==> src/sv/assert_macros.svh <==
// Assertion macros for the track pose block.
`ifndef ASSERT_MACROS_SVH
`define ASSERT_MACROS_SVH
`ifndef SYNTHESIS
`define DSTP_ASSERT(lbl, prop) \
  lbl: assert property (@(posedge clk_i) disable iff (!rst_ni) prop) \
    else $error("dstp assertion failed");
`define DSTP_ASSERT_ALWAYS(lbl, prop) \
  lbl: assert property (@(posedge clk_i) prop) else $error("dstp assertion failed");
`else
`define DSTP_ASSERT(lbl, prop)
`define DSTP_ASSERT_ALWAYS(lbl, prop)
`endif
`endif

==> src/sv/dstp_pkg.sv <==
// Types and constants shared by the track pose modules.
`default_nettype none
package dstp_pkg;
  localparam int unsigned OFS_W = 16;
  localparam int unsigned MAG_W = 17;
  localparam int unsigned LEN_W = 16;
  localparam int unsigned ANG_W = 16;
  localparam int unsigned LAT_W = 19;
  localparam logic [LEN_W-1:0] LEN_RESET = 16'd1000;
  localparam logic [1:0] CNT_TWO = 2'd2;

  // CORDIC: operands scaled by 2^20, angle in Q16 radians
  localparam int unsigned CORDIC_FRAC = 20;
  localparam int unsigned CX_W = 40;
  localparam int unsigned CZ_W = 20;
  localparam int unsigned ATAN_N = 24;
  localparam logic [16:0] ATAN_Q16 [ATAN_N] = '{
    17'd51472, 17'd30386, 17'd16055, 17'd8150, 17'd4091, 17'd2047, 17'd1024, 17'd512,
    17'd256, 17'd128, 17'd64, 17'd32, 17'd16, 17'd8, 17'd4, 17'd2,
    17'd1, 17'd0, 17'd0, 17'd0, 17'd0, 17'd0, 17'd0, 17'd0
  };

  // lateral magnitude: root of (L*L+Y*Y)*2^16, then divide
  localparam int unsigned SS_W = 33;
  localparam int unsigned PROD_W = 33;
  localparam int unsigned SQ_W = 50;
  localparam int unsigned ROOT_W = 25;
  localparam int unsigned ROOT_STEPS = 25;
  localparam int unsigned NUM_W = 44;
  localparam int unsigned QUO_STEPS = 19;
  localparam int unsigned MAG_LAT = 1 + ROOT_STEPS + 1 + QUO_STEPS;

  typedef struct packed {
    logic nz;
    logic neg;
  } sgn_t;

  typedef struct packed {
    logic             pose;
    sgn_t             sa;
    sgn_t             sd;
    logic             spec;
    logic [LAT_W-1:0] spec_lat;
  } side_t;
endpackage
`default_nettype wire

==> src/sv/dstp_cordic.sv <==
// Pipelined vectoring CORDIC arctangent with delay to match the magnitude path.
`default_nettype none
module dstp_cordic import dstp_pkg::*; #(
  parameter int unsigned STAGES = 16,
  parameter int unsigned DEPTH  = 46
) (
  input  logic             clk_i,
  input  logic             en_i,
  input  logic [MAG_W-1:0] y_i,
  input  logic [LEN_W-1:0] len_i,
  output logic [ANG_W-1:0] angle_o
);
  localparam int unsigned N   = (STAGES < ATAN_N) ? STAGES : ATAN_N;
  localparam int unsigned PAD = DEPTH - N - 1;
  localparam logic signed [CZ_W-1:0] RND = 4;

  logic signed [CX_W-1:0] x_s [N];
  logic signed [CX_W-1:0] y_s [N];
  logic signed [CZ_W-1:0] z_s [N+1];

  assign x_s[0] = CX_W'({len_i, {CORDIC_FRAC{1'b0}}});
  assign y_s[0] = CX_W'({y_i, {CORDIC_FRAC{1'b0}}});
  assign z_s[0] = '0;

  for (genvar i = 0; i < N; i++) begin : g_stage
    always_ff @(posedge clk_i) begin
      if (en_i) begin
        if (!y_s[i][CX_W-1]) z_s[i+1] <= z_s[i] + CZ_W'(ATAN_Q16[i]);
        else                 z_s[i+1] <= z_s[i] - CZ_W'(ATAN_Q16[i]);
      end
    end
    if (i < N - 1) begin : g_xy
      always_ff @(posedge clk_i) begin
        if (en_i) begin
          if (!y_s[i][CX_W-1]) begin
            x_s[i+1] <= x_s[i] + (y_s[i] >>> i);
            y_s[i+1] <= y_s[i] - (x_s[i] >>> i);
          end else begin
            x_s[i+1] <= x_s[i] - (y_s[i] >>> i);
            y_s[i+1] <= y_s[i] + (x_s[i] >>> i);
          end
        end
      end
    end
  end

  logic signed [CZ_W-1:0] zr;
  logic [ANG_W-1:0]       dly_q [PAD+1];

  assign zr = z_s[N] + RND;

  always_ff @(posedge clk_i) begin
    if (en_i) begin
      dly_q[0] <= ANG_W'(zr >>> 3);
      for (int k = 1; k <= PAD; k++) dly_q[k] <= dly_q[k-1];
    end
  end

  assign angle_o = dly_q[PAD];
endmodule
`default_nettype wire

==> config.mk <==
export PLATFORM = sky130hd
export DESIGN_NAME = dstp_cordic
export DESIGN_NICKNAME = d
export VERILOG_FILES = /design/src/sv/assert_macros.svh /design/src/sv/dstp_pkg.sv /design/src/sv/dstp_cordic.sv
export SDC_FILE = /design/constraint.sdc
export NUM_CORES = 2
export LEC_CHECK = 0
export BUFFER_PORTS_ARGS = -buffer_cell sky130_fd_sc_hd__buf_2
export CAP_MARGIN = 20
export CORE_MARGIN = 5
export CORE_UTILIZATION = 34
export CTS_CLUSTER_SIZE = 24
export DETAILED_ROUTE_END_ITERATION = 8
export GPL_TIMING_DRIVEN = 0
export PLACE_DENSITY = 0.56
export SETUP_SLACK_MARGIN = 0.5
export SYNTH_ARGS = -nofsm -noshare
export SYNTH_HDL_FRONTEND = slang
export SYNTH_SLANG_ARGS = --single-unit
==> constraint.sdc <==
create_clock -name clk_i -period 8.2 [get_ports clk_i]
set_input_delay 1.23 -clock clk_i [delete_from_list [all_inputs] [get_ports clk_i]]
set_output_delay 1.23 -clock clk_i [all_outputs]
set_load 0.05 [all_outputs]
==> flow_summary.yaml <==
clocking:
  clk_latency_ns: 0.88
  cts_buffer_depth: 4
  cts_tree: "built"
  hold_buffers: 0
  clk_pin_slew_ns: 0.06
  root_buffer: "clkbuf_16"
  cts.htree.levels: 4
  post-cts-setup-buffers: 0
  cts_sinks: 1656
  cts_resized: 0
  numCtsBuffers: 186
critical_path:
  start_kind: "flop"
  slowest_stage: "edfxtp_1"
  crit_path_frequent_cell: "clkbuf_1"
  critPathArrivalTime_ns: 7.43
  path_cells: "clkbuf_1, clkbuf_1, clkbuf_1, a21oi_1, xor2_1, ha_1, fa_1, a21o_1, a21oi_1, nor2b_1, o31ai_1, a311oi_1, o21a_1, o21a_1, o41a_1, a211oi_1, o21ai_0, xor2_1"
  path_class: "reg2reg"
  cp-end-kind: "flop"
  cpPeakStageDelay_ns: 0.92
  critPathMaxFanout: 11
  crit_required_ns: 8.78
routing:
  wl_per_cell_um: 17.66
  drt_iter0_markers: 5142
  viasPerCell: 5.095
  drtAntennaViolNets: 0
  drcViolationCount: 0
  drt-total-wl_um: 282600
  drt-pass1-iter-count: 8
  vias: 81526
sta:
  final_hold_viol_count: 0
  finClkSkew_ns: 0.05645
  setup_violations: 0
  timing.final.crit_share_pct: 83.57
  worst_pin_slew_ns: 1.053
  rsz0062_at_grt: "false"
  hold_ws_ns: 0.3911
  drv_slew: 0
  period_minus_slack_ns: 6.853
  relSlewSlack_pct: 28.01
  tns_ns: 0
  fmaxAchievable_ghz: 0.1459
layout:
  nFillCells: 33322
  multi_input_area_mm2: 0.06247
  fin_util_pct: 37.64
  nNetsFinal: 12553
  area_delta_synth_final_pct: 10.34
  final_common_cell: "edfxtp_1"
  drive_gt1_share_pct: 3.910
  final_cell_mix: "edfxtp_1 (1,656), ha_1 (1,135), nor2_1 (1,111), a21oi_1 (1,102), xnor2_1 (1,010)"
  regArea_mm2: 0.04973
grt:
  met2_usage_pct: 27.84
  grt_use_total_pct: 15.66
  grtUsageMet1_pct: 19.68
  top_usage_layer: "met2"
  grt_pass1_wl_um: 441200
  grt_pass1_vias: 78400
  overflow: 0
  grt_antenna_before_repair: 3
  use_met3_pct: 1.760
  grt_max_degree: 170
synth:
  synth.net_count: 12300
  synthFlopType: "edfxtp_1"
  yosysSeqAreaShare_pct: 43.31
  synth_warnings: 0
  avgSynthCellArea_um2: 10.35
  syn-instance-count: 11097
  syn-cell-area_mm2: 0.1148
  async_reset_ff_share_pct: 0
  yosysTopAreaCellShare_pct: 43.31
  synth_top_area_cell: "edfxtp_1"
  synthTopCellsByArea: "edfxtp_1 (43%), ha_1 (12%), xnor2_1 (7.7%)"
  ys_types: 102
  synth_edf_count: 1656
  synth_seq_cells: 1656
worst_hold_path:
  hold_path_class: "reg2reg"
placed_design:
  portBuffers: 50
  dp_hpwl_um: 224900
  gp_congestion: 0.8770
floorplan:
  die_w_um: 591.1
  num_rows: 213
  core_area_mm2: 0.3366
  initial_utilization_pct: 34.11
  io_pins: 51
  fp.dieH_um: 591.1
  dieArea_mm2: 0.3494
run:
  cap_violations: 0
outcome:
  outcome: "finished clean"
==> through the flow <==
stage	instances	instance area [um2]	worst slack (ns)
after global placement	15662	120700	-21.37
after CTS	15996	126700	1.496
after floorplan	11097	114800	3.269
after global routing	15998	126700	0.9035
final	16000	126700	1.347
after detailed placement	15676	121100	1.530
==> cells in the mapped netlist, types with 22 or more instances <==
| cell type | number |
|---|---|
| o21ai_1 | 35 |
| nor4_1 | 105 |
| edfxtp_1 | 1656 |
| a21oi_1 | 1102 |
| a31oi_1 | 128 |
| nand2b_1 | 153 |
| and4_1 | 22 |
| inv_1 | 515 |
| a21o_1 | 458 |
| o41ai_1 | 41 |
| or3_1 | 61 |
| nand3_1 | 155 |
| xor2_1 | 580 |
| nor3_1 | 282 |
| or4_1 | 34 |
| fa_1 | 33 |
| o211ai_1 | 43 |
| o21bai_1 | 143 |
| o31a_1 | 28 |
| nand4_1 | 70 |
| a31o_2 | 22 |
| nand2_1 | 502 |
| nor3b_1 | 33 |
| and3_1 | 118 |
| nor2_1 | 1111 |
| and2_1 | 78 |
| or2_2 | 36 |
| a211o_1 | 31 |
| o21a_1 | 141 |
| nor2b_1 | 148 |
| xnor2_1 | 1010 |
| clkbuf_1 | 127 |
| a21boi_0 | 52 |
| o31ai_1 | 36 |
| ha_1 | 1135 |
| o21ai_0 | 444 |
| a211oi_1 | 72 |
==> routing by layer <==
layer  vias up  part of all wire [%]
met1     38154                    44
met5         -                     0
met3       484                   3.3
li1      41497                     -
met4         0                   3.6
met2      1391                    49
==> cells by family (layout without fill, tap and decap cells) <==
kind of cell | Yosys count | in the layout | share of synthesized area, %
and+or+nand+nor | 2988 | 2988 | 12.61
AOI/OAI and AO/OA | 2979 | 2979 | 16.38
buffers and inverters | 678 | 1063 | 2.273
other | 0 | 3 | 0
adders and majority gates | 1168 | 1168 | 12.94
muxes | 38 | 38 | 0.3520
xor gates and xnor gates | 1590 | 1590 | 12.13
DFF | 1656 | 1656 | 43.31
==> critical path: cells and delay by family, from the launching register on <==
| kind | cells | cell delay, ns |
|---|---|---|
| adders and majority gates | 2 | 0.62 |
| and+or+nand+nor | 1 | 0.10 |
| buffers and inverters | 3 | 1.87 |
| DFF | 1 | 0.92 |
| AOI/OAI and AO/OA | 10 | 2.69 |
| xor gates and xnor gates | 2 | 0.36 |
==> state kept, by name (all words and copies together) (netlist names) <==
register and cells:
dly_q 480, x_s 459, z_s 250, y_s 467
==> final timing paths <==
kind,depth (start not counted),slack [ns],end,startpoint
hold / removal,0,0.39,dly_q[1][42],dly_q[1][26]
setup / recovery,18,1.35,y_s[438],y_s[479]
hold reg to reg,0,0.39,dly_q[1][42],dly_q[1][26]
setup reg to reg,18,1.35,y_s[438],y_s[479]
==> area by class of cell <==
class | instances | area share (%)
diodes | 3 | 0.005926
plain buffers | 161 | 0.5284
clock buffers | 222 | 3.865
clock inverters | 98 | 0.5679
inverters | 517 | 1.532
multi-input cells | 8763 | 49.31
flip-flops and latches | 1656 | 39.25
well taps | 4515 | 4.459
repair buffers | 65 | 0.4770
Power is not shown: default switching activity piles up to over one toggle a cycle in this logic, so the estimate is an artifact.
