===== src/sv/assert_macros.svh =====
// Assertion macros for the track pose block.
`ifndef ASSERT_MACROS_SVH
`define ASSERT_MACROS_SVH
`ifndef SYNTHESIS
`define DSTP_ASSERT(lbl, prop) \
  lbl: assert property (@(posedge clk_i) disable iff (!rst_ni) prop) \
    else $error("dstp assertion failed");
`define DSTP_ASSERT_ALWAYS(lbl, prop) \
  lbl: assert property (@(posedge clk_i) prop) else $error("dstp assertion failed");
`else
`define DSTP_ASSERT(lbl, prop)
`define DSTP_ASSERT_ALWAYS(lbl, prop)
`endif
`endif


===== src/sv/dstp_pkg.sv =====
// Types and constants shared by the track pose modules.
`default_nettype none
package dstp_pkg;
  localparam int unsigned OFS_W = 16;
  localparam int unsigned MAG_W = 17;
  localparam int unsigned LEN_W = 16;
  localparam int unsigned ANG_W = 16;
  localparam int unsigned LAT_W = 19;
  localparam logic [LEN_W-1:0] LEN_RESET = 16'd1000;
  localparam logic [1:0] CNT_TWO = 2'd2;

  // CORDIC: operands scaled by 2^20, angle in Q16 radians
  localparam int unsigned CORDIC_FRAC = 20;
  localparam int unsigned CX_W = 40;
  localparam int unsigned CZ_W = 20;
  localparam int unsigned ATAN_N = 24;
  localparam logic [16:0] ATAN_Q16 [ATAN_N] = '{
    17'd51472, 17'd30386, 17'd16055, 17'd8150, 17'd4091, 17'd2047, 17'd1024, 17'd512,
    17'd256, 17'd128, 17'd64, 17'd32, 17'd16, 17'd8, 17'd4, 17'd2,
    17'd1, 17'd0, 17'd0, 17'd0, 17'd0, 17'd0, 17'd0, 17'd0
  };

  // lateral magnitude: root of (L*L+Y*Y)*2^16, then divide
  localparam int unsigned SS_W = 33;
  localparam int unsigned PROD_W = 33;
  localparam int unsigned SQ_W = 50;
  localparam int unsigned ROOT_W = 25;
  localparam int unsigned ROOT_STEPS = 25;
  localparam int unsigned NUM_W = 44;
  localparam int unsigned QUO_STEPS = 19;
  localparam int unsigned MAG_LAT = 1 + ROOT_STEPS + 1 + QUO_STEPS;

  typedef struct packed {
    logic nz;
    logic neg;
  } sgn_t;

  typedef struct packed {
    logic             pose;
    sgn_t             sa;
    sgn_t             sd;
    logic             spec;
    logic [LAT_W-1:0] spec_lat;
  } side_t;
endpackage
`default_nettype wire


===== src/sv/dstp_decode.sv =====
// Offset selection and geometric case decode, two register stages.
`default_nettype none
module dstp_decode import dstp_pkg::*; (
  input  logic             clk_i,
  input  logic             en_i,
  input  logic [1:0]       front_count_i,
  input  logic [OFS_W-1:0] front_offset_a_i,
  input  logic [OFS_W-1:0] front_offset_b_i,
  input  logic [1:0]       rear_count_i,
  input  logic [OFS_W-1:0] rear_offset_a_i,
  input  logic [OFS_W-1:0] rear_offset_b_i,
  output logic [MAG_W-1:0] y_o,
  output logic [MAG_W-1:0] m_o,
  output side_t            side_o
);
  function automatic logic [MAG_W-1:0] mag17(logic [OFS_W-1:0] v);
    return v[OFS_W-1] ? (MAG_W'(0) - {1'b1, v}) : {1'b0, v};
  endfunction

  function automatic logic [OFS_W-1:0] pick(logic [1:0] c, logic [OFS_W-1:0] a,
                                            logic [OFS_W-1:0] b);
    logic [OFS_W-1:0] r;
    r = a;
    if (c == CNT_TWO && !(mag17(a) < mag17(b))) r = b;
    return r;
  endfunction

  logic [OFS_W-1:0] o1_q, o2_q;
  logic             pv_q;

  always_ff @(posedge clk_i) begin
    if (en_i) begin
      o1_q <= pick(front_count_i, front_offset_a_i, front_offset_b_i);
      o2_q <= pick(rear_count_i, rear_offset_a_i, rear_offset_b_i);
      pv_q <= (front_count_i != 2'd0) && (rear_count_i != 2'd0);
    end
  end

  logic [MAG_W-1:0] a1, a2, dmag, dfm, y_d, m_d;
  logic [MAG_W:0]   d;
  logic [MAG_W-1:0] diff;
  logic             n1, n2, z1, z2;
  side_t            side_d;

  always_comb begin
    a1   = mag17(o1_q);
    a2   = mag17(o2_q);
    n1   = o1_q[OFS_W-1];
    n2   = o2_q[OFS_W-1];
    z1   = (o1_q == '0);
    z2   = (o2_q == '0);
    d    = {1'b0, a2} - {1'b0, a1};
    dmag = d[MAG_W] ? MAG_W'((MAG_W+1)'(0) - d) : d[MAG_W-1:0];
    diff = {n1, o1_q} - {n2, o2_q};
    dfm  = diff[MAG_W-1] ? (MAG_W'(0) - diff) : diff;
    y_d  = '0;
    m_d  = '0;
    side_d = '0;
    side_d.pose = pv_q;
    if (pv_q) begin
      if (z1 && z2) begin
        y_d = '0;
      end else if (z1) begin
        y_d = a2;
        m_d = a2;
        side_d.sa = '{nz: 1'b1, neg: ~n2};
        side_d.sd = '{nz: 1'b1, neg: n2};
      end else if (z2) begin
        y_d = a1;
        m_d = a1;
        side_d.sa = '{nz: 1'b1, neg: ~n1};
        side_d.sd = '{nz: 1'b1, neg: ~n1};
      end else if (n1 != n2) begin
        if (a1 == a2) begin
          side_d.spec     = 1'b1;
          side_d.spec_lat = LAT_W'(0) - {n1, o1_q, 2'b00};
        end else begin
          y_d = dmag;
          m_d = a1 + a2;
          if (!n1) begin
            side_d.sa = '{nz: 1'b1, neg: d[MAG_W]};
            side_d.sd = '{nz: 1'b1, neg: 1'b1};
          end else begin
            side_d.sa = '{nz: 1'b1, neg: ~d[MAG_W]};
            side_d.sd = '{nz: 1'b1, neg: 1'b0};
          end
        end
      end else begin
        y_d = a1 + a2;
        m_d = dfm;
        side_d.sa = '{nz: 1'b1, neg: ~n1};
        side_d.sd = '{nz: 1'b1, neg: (a2 > a1) ? n1 : ~n1};
      end
    end
  end

  always_ff @(posedge clk_i) begin
    if (en_i) begin
      y_o    <= y_d;
      m_o    <= m_d;
      side_o <= side_d;
    end
  end
endmodule
`default_nettype wire


===== config.mk =====
export PLATFORM = sky130hd
export DESIGN_NAME = dstp_decode
export DESIGN_NICKNAME = d
export VERILOG_FILES = /design/src/sv/assert_macros.svh /design/src/sv/dstp_pkg.sv /design/src/sv/dstp_decode.sv
export SDC_FILE = /design/constraint.sdc
export NUM_CORES = 1
export LEC_CHECK = 0
export BUFFER_PORTS_ARGS = -buffer_cell sky130_fd_sc_hd__buf_2
export CAP_MARGIN = 5
export CELL_PAD_IN_SITES_DETAIL_PLACEMENT = 1
export CELL_PAD_IN_SITES_GLOBAL_PLACEMENT = 2
export CORE_UTILIZATION = 30
export CTS_CLUSTER_SIZE = 14
export DETAILED_ROUTE_END_ITERATION = 8
export PLACE_DENSITY = 0.79
export SLEW_MARGIN = 20
export SYNTH_ARGS = -nofsm -noshare
export SYNTH_HDL_FRONTEND = slang
export SYNTH_SLANG_ARGS = --single-unit

===== constraint.sdc =====
create_clock -name clk_i -period 7.26 [get_ports clk_i]
set_clock_uncertainty 0.2 [all_clocks]
set_input_delay 0.726 -clock clk_i [delete_from_list [all_inputs] [get_ports clk_i]]
set_output_delay 0.726 -clock clk_i [all_outputs]
set_load 0.01 [all_outputs]

==> impl_metrics.csv, run 1 <==
group,metric,value,unit
logic_synthesis,yosysWarnings,0,
critical_path,critPathMaxFanout,11,
critical_path,crit_path_start,"o1_q[1]$_DFFE_PP_",
layout,area_growth,13.6,%
critical_path,crit_buf_inv,1,
routing,antenna_left,0,
sta,slew_headroom,36.4,%
global_route,grt-ovfl-total,0,
sta,hold_viol,0,
critical_path,reg2regPathDepth,20,
logic_synthesis,seq_area_frac_synth,26.6,%
flow_run,drv_cap,0,
clock_network,cts_buffers,9,
clock_network,cts.sinks,88,
sta,clock.fmax,160,MHz
critical_path,regToRegSetupSlack,1.02,ns
logic_synthesis,netlist_instances,1175,
clock_network,root_buffer,"clkbuf_16",
critical_path,criticalPathCategory,"register to register",
sta,fin_crit,6.24,ns
logic_synthesis,synth.most_common_cell,"xnor2_1",
critical_path,crit_slowest_cell,"or4b_2",
power,p_per_area,246,mW/mm²
placed_design,placed_cells,1710,
sta,rsz0062_at_grt,"false",
clock_network,htree_levels,3,
global_route,grt_max_degree,53,
critical_path,critPathCaptureType,"register",
critical_path,cp.arrival,6.23,ns
floorplanning,die-area,0.0338,mm²
routing,drc_errors,0,
sta,setup_viol,0,
floorplanning,start_util,30.5,%
logic_synthesis,synth_ff_type,"edfxtp_1",
routing,firstDrtPassIters,5,
critical_path,rr_endpoint,"y_o[16]$_SDFFCE_PP0P_",
logic_synthesis,synth_cell_types,76,
routing,vias,9254,
routing,wirelength,33800,µm
placed_design,gp_congestion,0.876,
logic_synthesis,synth_common_cells,"xnor2_1, nor2_1, ha_1, nand2_1, edfxtp_1",
global_route,grt_first_pass_wirelength,52900,µm
sta,worst_pin_slew,0.941,ns
clock_network,clkLatencyLatePin,0.37,ns
routing,routed_via_density,5.36,
clock_network,ctsHoldBuffers,0,
placed_design,io_buffers,126,
logic_synthesis,avgSynthCellArea,8.44,µm²
critical_path,crit_path_end,"y_o[16]$_SDFFCE_PP0P_",
critical_path,required,7.25,ns
worst_hold_path,hp-class,"input pin to register",
clock_network,cts_setup_buffers,0,
power,leakagePower,4.64,nW
logic_synthesis,synth_area_leaders,"edfxtp_1, ha_1, xnor2_1, a21oi_1, nor2_1",
logic_synthesis,syn_area,0.00992,mm²
floorplanning,die_w,184,µm
logic_synthesis,synth-edff-count,88,
clock_network,cts.reportedPaths.clkPinSlew,0.06,ns
routing,wl_per_cell,19.6,µm
sta,fin_tns_setup,0,ns
floorplanning,fp-row-count,66,
clock_network,cts_tree,"built",
layout,finalNetCount,1443,
layout,final_cell_count_no_fill,1726,
logic_synthesis,synth_top_area_share,26.6,%
critical_path,timing.rr.start,"o1_q[1]$_DFFE_PP_",
logic_synthesis,yosys.area.top_type,"edfxtp_1",
layout,diodes,0,
global_route,grt_pass1_vias,9493,
critical_path,slowest_delay,0.58,ns
global_route,grt_usage,20.4,%
sta,slew_viol_final,0,
layout,layout-drive-gt1-share,15.4,%
floorplanning,die_y,184,µm
power,fin_total_pwr,2.77,mW
logic_synthesis,async_flop_share,0,%
logic_synthesis,ys_seq_elements,88,
sta,fin_crit_sh,86.0,%
routing,dr.first_iter.drc_count,379,
critical_path,worst_setup_path_start_kind,"register",
outcome,status,"finished, final reports clean",
placed_design,dp_hpwl,26800,µm
global_route,antenna_found_initial,0,
critical_path,path_cells,"or3_1, or3_1, nor3_1, nand2_1, or2_2, or4_1, nand2_1, xnor2_1, inv_1, ha_1, o21ai_0, nand2b_1, or4b_2, o21ai_0, a21oi_1, o21bai_1, xor2_1, a21boi_0, o21ai_0, a221oi_1",
critical_path,crit_family,"simple AND/OR/NAND/NOR gates",
power,vdd_drop_max,108,µV
critical_path,cp.depth,20,
critical_path,crit_top_cell,"o21ai_0",
floorplanning,pin_count,129,
clock_network,cts-resized-gates,0,
clock_network,clk_path_buf_depth,2,
floorplanning,core_area,0.0325,mm²
## routing by layer
metal | global-route usage [%] | up-vias | wire [µm] | part of all wire [%]
li1 | - | 4487 | - | -
met2 | 34.6 | 234 | 15900 | 47
met4 | 6.93 | 0 | 840 | 2.5
met5 | 0 | - | 0 | 0
met3 | 2.54 | 50 | 1460 | 4.3
met1 | 26.5 | 4483 | 15500 | 46
## cells by family (layout without fill, tap and decap cells)
group / Yosys count / in the layout / synth area share (%)
AOI/OAI and AO/OA: 310 / 310 / 20.1
xor gates and xnor gates: 150 / 150 / 13.2
adders and majority gates: 94 / 94 / 12.1
buffers and inverters: 132 / 236 / 5.55
DFF: 88 / 88 / 26.6
muxes: 36 / 36 / 4.00
other: 2 / 7 / 0.0757
and+or+nand+nor: 363 / 363 / 18.3
## cells in the final DEF, fill, tap and decap left out, types with 4 or more instances in the layout
| master | count |
|---|---|
| a21oi_1 | 77 |
| o211ai_1 | 6 |
| nor4_1 | 13 |
| xor2_1 | 36 |
| clkbuf_16 | 9 |
| o21bai_1 | 5 |
| edfxtp_1 | 88 |
| mux2i_1 | 7 |
| nand4_1 | 11 |
| o21ai_1 | 13 |
| a31oi_1 | 14 |
| nand2_1 | 90 |
| or3_1 | 21 |
| a221oi_1 | 16 |
| inv_1 | 82 |
| xnor2_1 | 114 |
| nor2b_1 | 12 |
| and3_1 | 9 |
| a211oi_1 | 10 |
| o21ai_0 | 64 |
| or2_2 | 6 |
| nor3_1 | 25 |
| o41ai_1 | 11 |
| buf_4 | 12 |
| a21o_1 | 17 |
| buf_2 | 125 |
| or4_1 | 10 |
| nand3_1 | 28 |
| conb_1 | 7 |
| o31ai_1 | 23 |
| a21boi_0 | 7 |
| nand2b_1 | 18 |
| nor4b_1 | 4 |
| ha_1 | 91 |
| nor2_1 | 95 |
| mux2_2 | 29 |
| o21a_1 | 12 |
## power breakdown
| part | switching [mW] | internal (mW) | leakage [nW] | total, mW |
|---|---|---|---|---|
| combinational | 0.974 | 0.629 | 3.60 | 1.60 |
| clock | 0.206 | 0.265 | 0.142 | 0.470 |
| sequential | 0.0429 | 0.651 | 0.899 | 0.694 |
## layout make-up
type | instances | area, µm²
fill | 3993 | 21300
multi-input combinational | 960 | 6760
sequential | 88 | 2640
timing repair buffer | 137 | 716
tap | 442 | 553
inverter | 83 | 317
clock buffer | 10 | 229
clock inverter | 6 | 60.1
## flip-flops by register name, indices dropped and copies added, names as in the netlist
name / cells
o1_q: 16
m_o: 16
o2_q: 16
side_o: 22
pv_q: 1
y_o: 17
## through the flow
| stage | worst slack, ns | hold slack (ns) | utilization, % | instance area, µm² |
|---|---|---|---|---|
| floorplan | 1.72 | 0.345 | - | 9940 |
| finish | 1.02 | 0.487 | 34.6 | 11300 |
| CTS | 1.01 | 0.473 | 34.6 | 11300 |
| global route | 0.590 | 0.491 | 34.6 | 11300 |
| global placement | 1.21 | 0.513 | 33.7 | 11000 |
| detailed placement | 1.04 | 0.511 | 33.7 | 11000 |
## worst reg2reg max path, cell delays in order (launching register included)
cell and delay [ns]:
edfxtp_1 0.47, or3_1 0.46, or3_1 0.40, nor3_1 0.34, nand2_1 0.18, or2_2 0.35, or4_1 0.45, nand2_1 0.11
xnor2_1 0.20, inv_1 0.10, ha_1 0.52, o21ai_0 0.17, nand2b_1 0.12, or4b_2 0.58, o21ai_0 0.31, a21oi_1 0.13
o21bai_1 0.22, xor2_1 0.21, a21boi_0 0.19, o21ai_0 0.11, a221oi_1 0.25
## worst min path at each step
stage | start | end | cells after the start
global route | rear_count_i[0] | pv_q$_DFFE_PP_ | 2
global placement | o1_q[2]$_DFFE_PP_ | side_o[4]$_SDFFCE_PP0P_ | 2
floorplan | pv_q$_DFFE_PP_ | side_o[24]$_DFFE_PP_ | 0
finish | rear_count_i[0] | pv_q$_DFFE_PP_ | 2
CTS | rear_count_i[0] | pv_q$_DFFE_PP_ | 2
detailed placement | o1_q[2]$_DFFE_PP_ | side_o[4]$_SDFFCE_PP0P_ | 2
(Power assumes the default switching activity.)
==> inputs of run 2 (changes only) <==
--- a/config.mk
+++ b/config.mk
@@ -5,14 +5,16 @@
 export SDC_FILE = /design/constraint.sdc
 export NUM_CORES = 1
 export LEC_CHECK = 0
+export ABC_AREA = 1
 export BUFFER_PORTS_ARGS = -buffer_cell sky130_fd_sc_hd__buf_2
 export CAP_MARGIN = 5
 export CELL_PAD_IN_SITES_DETAIL_PLACEMENT = 1
 export CELL_PAD_IN_SITES_GLOBAL_PLACEMENT = 2
 export CORE_UTILIZATION = 30
+export CTS_BUF_LIST = sky130_fd_sc_hd__clkbuf_8
 export CTS_CLUSTER_SIZE = 14
 export DETAILED_ROUTE_END_ITERATION = 8
-export PLACE_DENSITY = 0.79
+export PLACE_DENSITY = 0.84
 export SLEW_MARGIN = 20
 export SYNTH_ARGS = -nofsm -noshare
 export SYNTH_HDL_FRONTEND = slang
==> impl_metrics.csv, run 2 <==
group,metric,value,unit
clock_network,cts-resized-gates,0,
logic_synthesis,yosysWarnings,0,
logic_synthesis,synth_common_cells,"nand2_1, inv_1, nor2_1, a21oi_1, o21ai_0",
floorplanning,die_y,191,µm
logic_synthesis,synthSimpleGateAreaFrac,32.3,%
routing,antenna_left,0,
placed_design,io_buffers,126,
routing,wl_per_cell,17.6,µm
power,leakagePower,6.08,nW
critical_path,slowest_delay,0.49,ns
layout,largest_reg_flops,22,
sta,slew_viol_final,0,
clock_network,cts.sinks,88,
clock_network,root_buffer,"clkbuf_8",
sta,rsz0062_at_grt,"false",
routing,routed_via_density,5.01,
sta,fin_crit_sh,77.6,%
logic_synthesis,netlist_instances,1616,
sta,fin_tns_setup,0,ns
routing,wirelength,38400,µm
logic_synthesis,async_flop_share,0,%
layout,mostFrequentLayoutCells,"nand2_1, inv_1, nor2_1",
clock_network,htree_levels,3,
placed_design,gp_congestion,0.921,
logic_synthesis,synth_ff_type,"edfxtp_1",
critical_path,worst_setup_path_start_kind,"register",
critical_path,critPathMaxFanout,32,
global_route,grt_first_pass_wirelength,60300,µm
logic_synthesis,ys_seq_elements,88,
logic_synthesis,synthMuxAreaShare,0,%
clock_network,ctsHoldBuffers,0,
global_route,antenna_found_initial,0,
logic_synthesis,synth_top_area_share,24.8,%
critical_path,crit_top_cell,"inv_1",
logic_synthesis,synth-edff-count,88,
clock_network,cts_buffers,9,
floorplanning,fp-row-count,68,
critical_path,criticalPathCategory,"register to register",
layout,final_common_cell,"nand2_1",
sta,setup_viol,0,
clock_network,clk_path_buf_depth,2,
clock_network,cts_setup_buffers,0,
routing,firstDrtPassIters,5,
logic_synthesis,synth_area_leaders,"edfxtp_1, nand2_1, ha_1, inv_1, xor2_1",
floorplanning,die-area,0.0363,mm²
placed_design,placed_cells,2165,
logic_synthesis,seq_area_frac_synth,24.8,%
sta,fin_crit,5.64,ns
layout,layout-drive-gt1-share,11.8,%
clock_network,clkLatencyLatePin,0.39,ns
clock_network,cts.reportedPaths.clkPinSlew,0.09,ns
logic_synthesis,synth_xor_area_share,7.53,%
critical_path,crit_slowest_cell,"inv_2",
logic_synthesis,synth-compound-area-share,13.9,%
layout,area_growth,11.7,%
global_route,grt_max_degree,54,
logic_synthesis,syn_area,0.0107,mm²
floorplanning,start_util,30.7,%
layout,top_regs,"side_o (22), y_o (17)",
critical_path,critPathCaptureType,"register",
logic_synthesis,yosys.area.top_type,"edfxtp_1",
global_route,grt_usage,21.4,%
placed_design,dp_hpwl,32100,µm
sta,worst_pin_slew,0.966,ns
power,vdd_drop_max,107,µV
worst_hold_path,hp-class,"register to register",
outcome,status,"finished, final reports clean",
floorplanning,pin_count,129,
logic_synthesis,synth_cell_types,55,
routing,dr.first_iter.drc_count,361,
flow_run,drv_cap,0,
logic_synthesis,synthAdderAreaFrac,11.2,%
critical_path,required,7.30,ns
logic_synthesis,avgSynthCellArea,6.60,µm²
layout,multi_input_area,0.00697,mm²
clock_network,cts_tree,"built",
floorplanning,die_w,191,µm
layout,fillers,4514,
sta,hold_viol,0,
routing,vias,10900,
sta,slew_headroom,35.4,%
floorplanning,core_area,0.0348,mm²
power,p_per_area,231,mW/mm²
layout,finalNetCount,1885,
global_route,grt-ovfl-total,0,
layout,top_register,"side_o",
layout,diodes,0,
layout,regArea,0.00264,mm²
routing,drc_errors,0,
logic_synthesis,synth.most_common_cell,"nand2_1",
logic_synthesis,synth_top_family_by_area,"simple AND/OR/NAND/NOR gates",
sta,hold_slack,0.374,ns
global_route,grt_pass1_vias,11300,
critical_path,cp.arrival,5.68,ns
sta,clock.fmax,177,MHz
layout,final_cell_count_no_fill,2181,
## run 2: changes by cell type after synthesis, moves of 29 or more
cell	before	now
mux2_2	29	0
o21ai_0	64	106
xor2_1	36	73
nor2_1	95	140
nand2_1	90	458
inv_1	82	215
xnor2_1	114	15
nand3_1	28	104
a21oi_1	77	106
## run 2: layout make-up
cell class              count  area share (%)
well taps                 455            4.78
flip-flops and latches     88            22.2
multi-input cells        1264            58.5
clock buffers               9            1.04
clock inverters             7           0.588
repair buffers            134            5.82
inverters                 224            7.08
## run 2: cell families after synthesis
logic type | after synthesis
adder cells (fa/ha/maj) | 94
other | 2
flip-flops | 88
buffers and inverters | 269
XOR/XNOR | 90
AO/OA/AOI/OAI | 269
AND/OR/NAND/NOR | 804
## run 2: critical path: cells and delay by family, from the launching register on
| family | cells | cell delay (ns) |
|---|---|---|
| AO/OA/AOI/OAI | 2 | 0.23 |
| adder cells (fa/ha/maj) | 3 | 0.86 |
| buffers and inverters | 8 | 1.69 |
| flip-flops | 1 | 0.46 |
| AND/OR/NAND/NOR | 15 | 2.01 |
## run 2: report_power, final
| part | switching [mW] | internal [mW] |
|---|---|---|
| clock | 0.203 | 0.160 |
| combinational | 1.16 | 0.546 |
| sequential | 0.0386 | 0.645 |
| total | 1.40 | 1.35 |
## run 2: worst paths after layout
path              slack (ns)  cells past startpoint              start                    end
hold reg to reg         0.37                      0     pv_q$_DFFE_PP_   side_o[24]$_DFFE_PP_
setup reg to reg        1.62                     28  o1_q[0]$_DFFE_PP_  m_o[12]$_SDFFCE_PP0P_
setup / recovery        1.62                     28  o1_q[0]$_DFFE_PP_  m_o[12]$_SDFFCE_PP0P_
hold / removal          0.37                      0     pv_q$_DFFE_PP_   side_o[24]$_DFFE_PP_
## run 2: routing by layer
layer	vias to the layer above	share of wire [%]	wire (µm)	GRT usage (%)
met1	5208	45	17100	26.3
li1	5472	-	-	-
met4	0	2.2	858	6.46
met2	206	49	18900	38.4
met5	-	0	0	0
met3	48	3.9	1510	2.71
## run 2: through the flow
stage               power, mW  utilization, %  setup WS [ns]  area, µm²
floorplan                1.88               -           3.17      10700
global placement         2.35            33.7           1.78      11700
detailed placement       2.38            33.7           1.65      11700
CTS                      2.75            34.2           1.60      11900
global route             3.00            34.2           1.22      11900
finish                   2.75            34.2           1.62      11900
